[config.mk]
export PLATFORM = sky130hd
export DESIGN_NAME = service_registry_with_ttl_unit
export DESIGN_NICKNAME = d
export VERILOG_FILES = /design/src/sv/srwt_pkg.sv /design/src/sv/srwt_ram.sv /design/src/sv/service_registry_with_ttl_unit.sv
export SDC_FILE = /design/constraint.sdc
export NUM_CORES = 2
export LEC_CHECK = 0
export ABC_AREA = 1
export BUFFER_PORTS_ARGS = -buffer_cell sky130_fd_sc_hd__buf_2
export CELL_PAD_IN_SITES_DETAIL_PLACEMENT = 1
export CELL_PAD_IN_SITES_GLOBAL_PLACEMENT = 2
export CORE_MARGIN = 3
export CORE_UTILIZATION = 44
export DETAILED_ROUTE_END_ITERATION = 12
export GPL_TIMING_DRIVEN = 0
export PLACE_DENSITY = 0.85
export REMOVE_ABC_BUFFERS = 1
export SETUP_SLACK_MARGIN = 0.1
export SLEW_MARGIN = 20
export SYNTH_ARGS = -nofsm -noshare
export SYNTH_HDL_FRONTEND = slang
export SYNTH_SLANG_ARGS = --single-unit
[constraint.sdc]
create_clock -name i_clk -period 21.9 [get_ports i_clk]
set_input_delay 2.19 -clock i_clk [delete_from_list [all_inputs] [get_ports i_clk]]
set_output_delay 2.19 -clock i_clk [all_outputs]
set_load 0.005 [all_outputs]
[src/sv/srwt_pkg.sv]
// package: payload types, codes and defaults for the service registry
package srwt_pkg;

    localparam int DEF_TABLE_DEPTH = 16;
    localparam int MAX_RESULTS     = 16;
    localparam int NOW_W           = 48;
    localparam int SPAN_W          = 40;
    localparam int ENTRY_W         = 32 + 32 + NOW_W;

    localparam logic [15:0] TPS_RESET = 16'd1000;
    localparam logic [23:0] FRT_RESET = 24'd3;

    localparam logic [1:0] OP_TICK  = 2'd0;
    localparam logic [1:0] OP_FIND  = 2'd1;
    localparam logic [1:0] OP_OFFER = 2'd2;
    localparam logic [1:0] OP_BAD   = 2'd3;

    localparam logic [2:0] ST_FOUND     = 3'd0;
    localparam logic [2:0] ST_NONE      = 3'd1;
    localparam logic [2:0] ST_OFFERED   = 3'd2;
    localparam logic [2:0] ST_WITHDRAWN = 3'd3;
    localparam logic [2:0] ST_ERROR     = 3'd4;
    localparam logic [2:0] ST_FULL      = 3'd5;

    localparam logic CFG_TPS = 1'b0;
    localparam logic CFG_FRT = 1'b1;

    typedef struct packed {
        logic [1:0]  op;
        logic [31:0] req_tag;
        logic [15:0] svc_id;
        logic [15:0] inst_id;
        logic        instance_any;
        logic [23:0] ttl_sec;
        logic [31:0] service_info;
    } t_in;

    typedef struct packed {
        logic [31:0] reply_id;
        logic [2:0]  status;
        logic [15:0] found_service;
        logic [15:0] found_instance;
        logic [31:0] found_info;
        logic [23:0] reply_ttl;
        logic        last;
    } t_out;

    typedef enum logic [1:0] {
        S_IDLE,
        S_SCAN,
        S_DONE
    } t_state;

endpackage

[src/sv/srwt_ram.sv]
// generic single-port-write, registered-read ram
module srwt_ram #(
    parameter int WIDTH = 8,
    parameter int DEPTH = 16,
    parameter int AW    = (DEPTH > 1) ? $clog2(DEPTH) : 1
) (
    input  logic             i_clk,
    input  logic             i_we,
    input  logic [AW-1:0]    i_waddr,
    input  logic [WIDTH-1:0] i_wdata,
    input  logic             i_re,
    input  logic [AW-1:0]    i_raddr,
    output logic [WIDTH-1:0] o_rdata
);
    logic [WIDTH-1:0] r_mem [DEPTH];
    logic [WIDTH-1:0] r_rdata;

    always_ff @(posedge i_clk) begin
        if (i_we) begin
            r_mem[i_waddr] <= i_wdata;
        end
        if (i_re) begin
            r_rdata <= r_mem[i_raddr];
        end
    end

    assign o_rdata = r_rdata;
endmodule

[src/sv/service_registry_with_ttl_unit.sv]
// Service registry with TTL ageing. Entries (key, descriptor word, 48-bit expiry)
// live in one RAM with a registered read; valid bits are flip-flops.
// A tick gives no beat; an invalid request gives an error beat.
// A find or offer scans the whole table, one entry per cycle while the output
// side does not stall. Find results come out in ascending table order with
// last set on the final beat. Input is stalled while a scan runs.
module service_registry_with_ttl_unit
#(
    parameter int TABLE_DEPTH = srwt_pkg::DEF_TABLE_DEPTH
) (
    input  logic           i_clk,
    input  logic           i_rst_n,
    input  logic           i_cfg_we,
    input  logic           i_cfg_idx,
    input  logic [23:0]    i_cfg_data,
    input  logic           i_in_valid,
    output logic           o_in_stall,
    input  srwt_pkg::t_in  i_in,
    output logic           o_out_valid,
    input  logic           i_out_stall,
    output srwt_pkg::t_out o_out
);
    import srwt_pkg::*;

    localparam int IDX_W = (TABLE_DEPTH > 1) ? $clog2(TABLE_DEPTH) : 1;
    localparam int CNT_W = $clog2(TABLE_DEPTH + 1);
    localparam int RES_W = $clog2(MAX_RESULTS + 1);
    localparam logic [CNT_W-1:0] DEPTH_C = CNT_W'(TABLE_DEPTH);
    localparam logic [RES_W-1:0] MAXR_C  = RES_W'(MAX_RESULTS);

    t_state r_state, n_state;
    logic [15:0] r_tps;
    logic [23:0] r_frt;
    logic [NOW_W-1:0] r_now, n_now;
    logic [TABLE_DEPTH-1:0] r_valid, n_valid;
    t_in r_req, n_req;
    logic [SPAN_W-1:0] r_span, n_span;
    logic [CNT_W-1:0] r_ra, n_ra;
    logic r_chk_v, n_chk_v;
    logic [IDX_W-1:0] r_chk_idx, n_chk_idx;
    logic [RES_W-1:0] r_nres, n_nres;
    logic r_pend_v, n_pend_v;
    logic [15:0] r_pend_svc, n_pend_svc;
    logic [15:0] r_pend_inst, n_pend_inst;
    logic [31:0] r_pend_info, n_pend_info;
    logic r_ms_v, n_ms_v;
    logic [IDX_W-1:0] r_ms, n_ms;
    logic r_fs_v, n_fs_v;
    logic [IDX_W-1:0] r_fs, n_fs;
    logic r_out_valid, n_out_valid;
    t_out r_out, n_out;

    logic ram_we, ram_re;
    logic [IDX_W-1:0] ram_waddr, ram_raddr;
    logic [ENTRY_W-1:0] ram_wdata, ram_rdata;
    logic [31:0] d_key, d_info;
    logic [NOW_W-1:0] d_exp;
    logic out_free, accept, live, fmatch, kmatch, advance;
    logic [NOW_W:0] exp_sum;
    logic [NOW_W-1:0] exp_sat;
    logic [IDX_W-1:0] slot;

    srwt_ram #(.WIDTH(ENTRY_W), .DEPTH(TABLE_DEPTH), .AW(IDX_W)) u_ram (
        .i_clk   (i_clk),
        .i_we    (ram_we),
        .i_waddr (ram_waddr),
        .i_wdata (ram_wdata),
        .i_re    (ram_re),
        .i_raddr (ram_raddr),
        .o_rdata (ram_rdata)
    );

    assign {d_key, d_info, d_exp} = ram_rdata;
    assign out_free    = !r_out_valid || !i_out_stall;
    assign o_in_stall  = (r_state != S_IDLE) || !out_free;
    assign accept      = i_in_valid && !o_in_stall;
    assign o_out_valid = r_out_valid;
    assign o_out       = r_out;

    assign live   = r_valid[r_chk_idx] && (d_exp > r_now);
    assign fmatch = r_chk_v && (r_req.op == OP_FIND) && live
                    && (d_key[31:16] == r_req.svc_id)
                    && (r_req.instance_any || d_key[15:0] == r_req.inst_id)
                    && (r_nres < MAXR_C);
    assign kmatch = r_chk_v && r_valid[r_chk_idx]
                    && (d_key == {r_req.svc_id, r_req.inst_id});
    assign advance = !(fmatch && r_pend_v && !out_free);

    assign exp_sum = {1'b0, r_now} + (NOW_W + 1)'(r_span);
    assign exp_sat = exp_sum[NOW_W] ? {NOW_W{1'b1}} : exp_sum[NOW_W-1:0];
    assign slot    = r_ms_v ? r_ms : r_fs;

    always_comb begin
        n_state     = r_state;
        n_now       = r_now;
        n_valid     = r_valid;
        n_req       = r_req;
        n_span      = r_span;
        n_ra        = r_ra;
        n_chk_v     = r_chk_v;
        n_chk_idx   = r_chk_idx;
        n_nres      = r_nres;
        n_pend_v    = r_pend_v;
        n_pend_svc  = r_pend_svc;
        n_pend_inst = r_pend_inst;
        n_pend_info = r_pend_info;
        n_ms_v      = r_ms_v;
        n_ms        = r_ms;
        n_fs_v      = r_fs_v;
        n_fs        = r_fs;
        n_out_valid = r_out_valid && i_out_stall;
        n_out       = r_out;
        ram_we      = 1'b0;
        ram_re      = 1'b0;
        ram_waddr   = slot;
        ram_raddr   = r_ra[IDX_W-1:0];
        ram_wdata   = {r_req.svc_id, r_req.inst_id, r_req.service_info, exp_sat};

        unique case (r_state)
            S_IDLE: begin
                if (accept) begin
                    n_req    = i_in;
                    n_span   = SPAN_W'(i_in.ttl_sec) * SPAN_W'(r_tps);
                    n_ra     = '0;
                    n_chk_v  = 1'b0;
                    n_nres   = '0;
                    n_pend_v = 1'b0;
                    n_ms_v   = 1'b0;
                    n_fs_v   = 1'b0;
                    unique case (i_in.op)
                        OP_TICK: n_now = r_now + NOW_W'(1);
                        OP_FIND, OP_OFFER: n_state = S_SCAN;
                        OP_BAD: begin
                            n_out_valid = 1'b1;
                            n_out = '{reply_id: i_in.req_tag, status: ST_ERROR,
                                      found_service: '0, found_instance: '0,
                                      found_info: '0, reply_ttl: '0, last: 1'b1};
                        end
                        default: n_state = S_IDLE;
                    endcase
                end
            end
            S_SCAN: begin
                if (advance) begin
                    if (r_ra < DEPTH_C) begin
                        ram_re    = 1'b1;
                        n_ra      = r_ra + CNT_W'(1);
                        n_chk_v   = 1'b1;
                        n_chk_idx = r_ra[IDX_W-1:0];
                    end else begin
                        n_chk_v = 1'b0;
                        if (!r_chk_v) begin
                            n_state = S_DONE;
                        end
                    end
                    if (fmatch) begin
                        n_nres      = r_nres + RES_W'(1);
                        n_pend_v    = 1'b1;
                        n_pend_svc  = d_key[31:16];
                        n_pend_inst = d_key[15:0];
                        n_pend_info = d_info;
                        if (r_pend_v) begin
                            n_out_valid = 1'b1;
                            n_out = '{reply_id: r_req.req_tag, status: ST_FOUND,
                                      found_service: r_pend_svc,
                                      found_instance: r_pend_inst,
                                      found_info: r_pend_info, reply_ttl: r_frt,
                                      last: 1'b0};
                        end
                    end
                    if (r_req.op == OP_OFFER && r_chk_v) begin
                        if (kmatch && !r_ms_v) begin
                            n_ms_v = 1'b1;
                            n_ms   = r_chk_idx;
                        end
                        if (!live && !r_fs_v) begin
                            n_fs_v = 1'b1;
                            n_fs   = r_chk_idx;
                        end
                    end
                end
            end
            S_DONE: begin
                if (out_free) begin
                    n_state     = S_IDLE;
                    n_out_valid = 1'b1;
                    n_out = '{reply_id: r_req.req_tag, status: ST_NONE,
                              found_service: r_req.svc_id,
                              found_instance: r_req.inst_id,
                              found_info: r_req.service_info,
                              reply_ttl: r_req.ttl_sec, last: 1'b1};
                    if (r_req.op == OP_FIND) begin
                        n_out.reply_ttl = r_frt;
                        if (r_pend_v) begin
                            n_pend_v             = 1'b0;
                            n_out.status         = ST_FOUND;
                            n_out.found_service  = r_pend_svc;
                            n_out.found_instance = r_pend_inst;
                            n_out.found_info     = r_pend_info;
                        end else begin
                            n_out.found_service  = '0;
                            n_out.found_instance = '0;
                            n_out.found_info     = '0;
                        end
                    end else if (r_req.ttl_sec == '0) begin
                        n_out.status = ST_WITHDRAWN;
                        if (r_ms_v) begin
                            n_valid[r_ms] = 1'b0;
                        end
                    end else if (!r_ms_v && !r_fs_v) begin
                        n_out.status = ST_FULL;
                    end else begin
                        n_out.status  = ST_OFFERED;
                        ram_we        = 1'b1;
                        n_valid[slot] = 1'b1;
                    end
                end
            end
            default: n_state = S_IDLE;
        endcase
    end

    always_ff @(posedge i_clk) begin
        if (!i_rst_n) begin
            r_state     <= S_IDLE;
            r_tps       <= TPS_RESET;
            r_frt       <= FRT_RESET;
            r_now       <= '0;
            r_valid     <= '0;
            r_out_valid <= 1'b0;
            r_chk_v     <= 1'b0;
            r_pend_v    <= 1'b0;
            r_ms_v      <= 1'b0;
            r_fs_v      <= 1'b0;
            r_nres      <= '0;
            r_ra        <= '0;
        end else begin
            r_state     <= n_state;
            r_now       <= n_now;
            r_valid     <= n_valid;
            r_out_valid <= n_out_valid;
            r_chk_v     <= n_chk_v;
            r_pend_v    <= n_pend_v;
            r_ms_v      <= n_ms_v;
            r_fs_v      <= n_fs_v;
            r_nres      <= n_nres;
            r_ra        <= n_ra;
            if (i_cfg_we) begin
                unique case (i_cfg_idx)
                    CFG_TPS: r_tps <= i_cfg_data[15:0];
                    CFG_FRT: r_frt <= i_cfg_data;
                    default: r_frt <= r_frt;
                endcase
            end
        end
    end

    always_ff @(posedge i_clk) begin
        r_req       <= n_req;
        r_span      <= n_span;
        r_chk_idx   <= n_chk_idx;
        r_pend_svc  <= n_pend_svc;
        r_pend_inst <= n_pend_inst;
        r_pend_info <= n_pend_info;
        r_ms        <= n_ms;
        r_fs        <= n_fs;
        r_out       <= n_out;
    end

    a_scan_stalls: assert property (@(posedge i_clk) disable iff (!i_rst_n)
        (r_state != S_IDLE) |-> o_in_stall)
        else $error("input taken during scan");

    a_nres_bound: assert property (@(posedge i_clk) disable iff (!i_rst_n)
        r_nres <= MAXR_C)
        else $error("find result count overflow");

    a_pend_find: assert property (@(posedge i_clk) disable iff (!i_rst_n)
        r_pend_v |-> (r_req.op == OP_FIND && r_state != S_IDLE))
        else $error("pending entry outside find");

    a_tick_no_beat: assert property (@(posedge i_clk) disable iff (!i_rst_n)
        (accept && i_in.op == OP_TICK && !r_out_valid) |=> !r_out_valid)
        else $error("tick produced a beat");
endmodule

# Word-level counts from Yosys, hierarchy flattened
# Memories as Yosys holds them, arrays and structs flattened. A register that Yosys moved wholly into a read port is not among the register bits.
# Index checks and enable logic that the tools add are counted.
word_totals:
  ramBits: 1792
  input_bits: 153
  reg_bits: 484
  n_memories: 1
  out_inout_bits: 126
  word_cells: 202
memory_table:
  columns: ["memory", "depth", "word_bits", "rd", "rd_clocked_by_memory_dff", "write_ports", "line", "rtl"]
  rows:
  - ["u_ram.r_mem", 16, 112, 1, 1, 1, "srwt_ram.sv:15", "logic [WIDTH-1:0] r_mem [DEPTH];"]
op_classes:
  n_mul: 1
  n_bitwise: 6
  order_cmp: 8
  n_eq_ne: 26
  muxes: 71
  addsub: 4
  n_reduce_logical: 52
op_table:
  columns: ["op", "count"]
  rows:
  - ["124-bit two-way mux", 6]
  - ["124-bit case mux with 3 select lines", 1]
  - ["88-bit two-way mux", 1]
  - ["64-bit two-way mux", 1]
  - ["48-bit by 40-bit adder with 49-bit output", 1]
  - ["48-bit by 1-bit adder with 48-bit output, second input constant", 1]
  - ["48-bit greater-than comparator", 1]
  - ["16-bit two-way mux", 3]
  - ["48-bit two-way mux", 1]
  - ["24-bit by 16-bit multiplier with 40-bit output", 1]
  - ["16-bit == test", 2]
  - ["32-bit == test", 1]
  - ["1-bit two-way mux", 32]
  - ["2-bit inequality test, second input constant", 14]
  - ["5-bit two-way mux", 5]
  - ["24-bit zero test", 1]
  - ["5-bit case mux with 2 select lines", 2]
  - ["1-bit logical AND", 18]
  - ["16-bit bitwise AND", 1]
  - ["16-bit NOT", 1]
  - ["16-bit bitwise OR", 1]
  - ["4-bit AND reduction", 4]
  - ["4-bit by 5-bit less-than comparator with 1-bit output, second input constant", 3]
  - ["5-bit AND reduction", 3]
  - ["25 further kinds", 63]

# Logic depth before layout (Yosys ltp)
logic_depth:
  ltp_word: 11
  mapped_depth: 31
  depth_no_buf: 28

# Modules after synthesis
# A second synthesis with hierarchy kept.
hier_totals:
  cells_unflattened: 11535
  hier_area_um2: 116037.5
by_module_without_submodules:
  columns: ["module", "n_inst", "area_each_um2", "cells_per_inst", "seq_area_each_um2"]
  rows:
  - ["srwt_ram", 1, 79904.1, 7347, 57174.8]
  - ["service_registry_with_ttl_unit", 1, 36133.4, 4188, 13322.8]

# Worst setup path before layout
# No wires, ideal clock.
synth_timing:
  path_type: "input to register"
  startpoint: "in i_out_stall"
  endpoint: "reg r_out (netlist bit o_out[0]) (enable)"
  path_stages: 7
  setup_ns: 0.912
  required_ns: 20.988
  t_arrival_ns: 17.819
  slack_ns: 3.169
  n_path_buf: 0
  cell_sequence: "nand2_2 -> nand3_2 -> inv_1 -> nor2_1 -> inv_1 -> nand3_1 -> nor4_1"
synth_via:
  elab_chain_len: 8
  elab_cells_between_ends: 11
  cone_classes: "eq/ne (3); reduce/logical (8)"
synth_rtl:
  columns: ["item", "line", "rtl"]
  rows:
  - ["start, declared", "service_registry_with_ttl_unit.sv:20", "input logic i_out_stall,"]
  - ["1-bit zero test (*)", "service_registry_with_ttl_unit.sv:74", "assign out_free = !r_out_valid || !i_out_stall;"]
  - ["1-bit logical OR (*)", "service_registry_with_ttl_unit.sv:74", null]
  - ["1-bit zero test", "service_registry_with_ttl_unit.sv:75, service_registry_with_ttl_unit.sv:87", null]
  - ["1-bit logical OR", "service_registry_with_ttl_unit.sv:75", "assign o_in_stall = (r_state != S_IDLE) || !out_free;"]
  - ["1-bit zero test", "service_registry_with_ttl_unit.sv:76", "assign accept = i_in_valid && !o_in_stall;"]
  - ["1-bit logical AND", "service_registry_with_ttl_unit.sv:76", null]
  - ["2-bit inequality test (no line)", null, null]
  - ["7-bit AND reduction (no line) (*)", null, null]
  - ["end signal, assigned", "service_registry_with_ttl_unit.sv:267", "r_out <= n_out;"]
  - ["end, declared", "service_registry_with_ttl_unit.sv:51", "t_out r_out, n_out;"]
# Mark *: on every way between the ends. The rest lies on a longest branch, timed or not.
# A chain may end at the register's enable or synchronous reset.

# Worst setup path in the final report
layout_timing:
  startpoint: "in i_in[42] (netlist bit)"
  endpoint: "reg r_span[32] (data pin)"
layout_via:
  elab_chain_len: 1
layout_rtl:
  columns: ["item", "line", "rtl"]
  rows:
  - ["start, declared", "service_registry_with_ttl_unit.sv:18", "input srwt_pkg::t_in i_in,"]
  - ["24-bit by 16-bit multiplier with 40-bit output", "service_registry_with_ttl_unit.sv:123", "n_span = SPAN_W'(i_in.ttl_sec) * SPAN_W'(r_tps);"]
  - ["end signal, assigned", "service_registry_with_ttl_unit.sv:260", "r_span <= n_span;"]
  - ["end, declared", "service_registry_with_ttl_unit.sv:37", "logic [SPAN_W-1:0] r_span, n_span;"]
# No other way between the ends.

==> reports/qor.txt <==
Synth-to-Final Area Change = 15.49%
vias in the first global route = 79.36k
final hold viol count = 0
DRT iter0 DRCs = 7750
register area share after synthesis = 65.06%
PwrDens = 120.7 nW/µm²
clk slew on worst S/H paths = 0.06 ns
Switching Share = 35.04%
ranking of synthesized cells by area = edfxtp_1 63%, fa_1 5.7%, nor2_1 4.4%
largest net degree at the start of global routing = 118
die height = 502.3 µm
worst-path maximum fanout = 17
WL/cell = 26.92 µm
Post-synth EDFFs = 2267
Setup Skew = 0.08165 ns
Hold Path Class = reg -> reg
sequential power share = 40.9%
CTS tree = done
register area = 70530 µm²
synthesis-stage register bit count = 2388
Leakage = 45.64 nW
Netlist cell types = 55
Nets = 9952
Startpoint Class = input pin
VDD IR-drop max = 0.1390 mV
Clock Power Share = 27.7%
Core Rows = 181
FFs w/ async S/R, synth = 0%
initial core utilization = 44.39%
Final HPWL DP = 226100 µm
Int Pwr = 9.808 mW
Critical Path, Cell by Cell = buf_2 -> nand2_1 -> fa_1 -> fa_1 -> inv_1 -> fa_1 -> inv_1 -> fa_1 -> inv_1 -> fa_1 -> fa_1 -> ha_1 -> nand2_1 -> nor2_1 -> nand4_1 -> nor3_1 -> a21oi_1 -> o31ai_1 -> a21oi_1 -> xnor2_1
share of the synthesized area in the top cell type = 62.82%
share of post-route cells with drive strength above 1 = 11.59%
Tmin final = 7.563 ns
cts bufs inserted = 235
DRT Pass-1 Iters = 5
max cap viols = 0
GR Overflow Total = 0
Levels on crit path = 20
Synth warnings = 0
grt met2 use = 45.11%
Largest stage delay, worst path = 0.55 ns
clock root cell = clkbuf_16
CP Class = in -> reg
most used routing layer = met2
status = finished clean
initial antenna violation count = 18
post-CTS sizing = 0
core area = 244100 µm²
Reg2Reg Depth = 19
global-route wire length before repair = 507700 µm
cts hold-fix bufs = 0
die area = 252300 µm²
IO buf count = 278
CTS sink cnt = 2388
Max clock buf depth = 3
drc violations = 0
met3 Use GR = 3.505%
hold depth = 0
Die Width = 502.3 µm
Final Slew Violations = 0
Max Fclk = 132.2 MHz
unrepaired setup endpoints after global routing = no
# fillers = 24.84k
io pins = 279
Syn Area/Cell = 12.14 µm²
met1 Use GR = 35.60%
critical path's top delay family = adder cells
logic gate share of total power = 31.4%
Top FF cell, synth = edfxtp_1
Synth area leader = edfxtp_1
slowest CP cell = fa_1
Required @ worst endpoint = 22.49 ns
DR vias = 74.52k
Buf/Inv on CP = 4
endpoints failing setup = 0
Final ANT Viol Nets = 0
Slew HR = 24.76%
Final Cycle Share = 34.54%
synthesized area = 108400 µm²
Critical Path Most Common Cell = fa_1
CTS H-tree lvls = 4
setup_tns = 0 ns
critical path endpoint category = flip-flop
Clk Latency, worst-skew pair = 0.92 ns
Post CTS Setup Buffer Count = 0
Syn Inst Count = 8928
worst slew pin tran = 1.118 ns
Critical Path AT = 8.16 ns
post-detailed-routing wire length = 342100 µm
Net Sw Power = 5.291 mW
gr usage total = 26.69%
vias per cell = 5.863
Final Power = 15.10 mW
area of the multi-input gates = 32750 µm²
GPL Wtd Cong = 0.8712
Yosys cell counts, drive strengths merged (2+ instances only):
cell type and n:
edfxtp 2267, nor2 1277, nand2 1089, inv 893, o21ai 655, clkbuf 442, nand3 364, fa 307
o32ai 270, a21oi 216, ha 211, o221ai 179, mux2i 178, dfxtp 121, xor2 69, buf 64
o211ai 56, nor3 55, nand4 43, xnor2 38, a31oi 28, o22ai 22, nor4 19, or2 19
o21a 13, a21boi 7, a21o 6, and2 4, nor3b 4, o21bai 4, o2111ai 2
layout make-up:
class | count | share of cell area [%]
sequential | 2388 | 56.36
antenna | 13 | 0.02599
clock buffer | 298 | 4.992
inverter | 893 | 2.718
timing repair buffer | 622 | 5.141
tap | 3202 | 3.201
clock inverter | 153 | 1.396
multi-input combinational | 5141 | 26.17
placed cells by master, fill, tap and decap left out, types with 210 or more instances in the layout:
cell	synthesis	final
o32ai_1	270	270
nor2_1	1263	1252
buf_2	27	293
clkbuf_16	0	235
nand2_1	1082	1079
ha_1	211	210
nand3_1	357	357
fa_1	307	307
a21oi_1	215	214
o21ai_0	650	648
inv_1	887	881
edfxtp_1	2267	2267
power groups by stage:
stage | Sequential (mW) | Combinational [mW] | Clock [mW]
CTS | 6.17 | 4.80 | 4.23
global placement | 6.52 | 4.68 | 0
global route | 6.21 | 5.32 | 4.41
detailed placement | 6.25 | 4.76 | 0
finish | 6.17 | 4.74 | 4.18
floorplan | 6.29 | 3.12 | 0
flip-flops by register name (all words and copies together) (netlist names), 24 cells and up:
| register | count |
|---|---|
| u_ram.r_mem | 1792 |
| o_out | 124 |
| r_req | 123 |
| u_ram.o_rdata | 112 |
| r_now | 48 |
| r_span | 40 |
| r_pend_info | 32 |
| r_frt | 24 |
stage by stage:
stage	hold WS, ns	std cells	setup WS [ns]	util [%]	cell area, µm²
after global placement	0.4028	11900	-92.58	45.80	111800
after CTS	0.4219	12700	14.39	51.25	125100
after detailed placement	0.4059	12250	13.50	47.97	117100
after global routing	0.4247	12710	13.92	51.26	125100
final	0.4238	12710	14.34	51.26	125200
after floorplan	0.4003	8422	-24.90	-	106400
layer usage:
layer	share of wire, %	vias up
met4	3.4	6
met2	49	2936
met1	41	38690
met3	6.1	696
met5	0.013	-
li1	-	32190
worst paths after layout:
| kind | from | end | slack [ns] |
|---|---|---|---|
| worst max-delay path | i_in[42] | r_span[32] | 14.34 |
| worst min-delay path | u_ram.o_rdata[64] | r_pend_info[16] | 0.42 |
| worst max register to register | r_tps[1] | r_span[32] | 15.31 |
| worst min register to register | u_ram.o_rdata[64] | r_pend_info[16] | 0.42 |
kinds of logic after synthesis:
family          after synthesis  share of synthesized area [%]
simple gates               2877                          10.85
compound gates             1461                          8.592
xor+xnor                    107                         0.8648
flops                      2388                          65.06
mux                         178                          1.644
buf+inv                    1399                          4.889
fa+ha+maj                   518                          8.108
No activity file was read; power rests on OpenSTA's default activity.
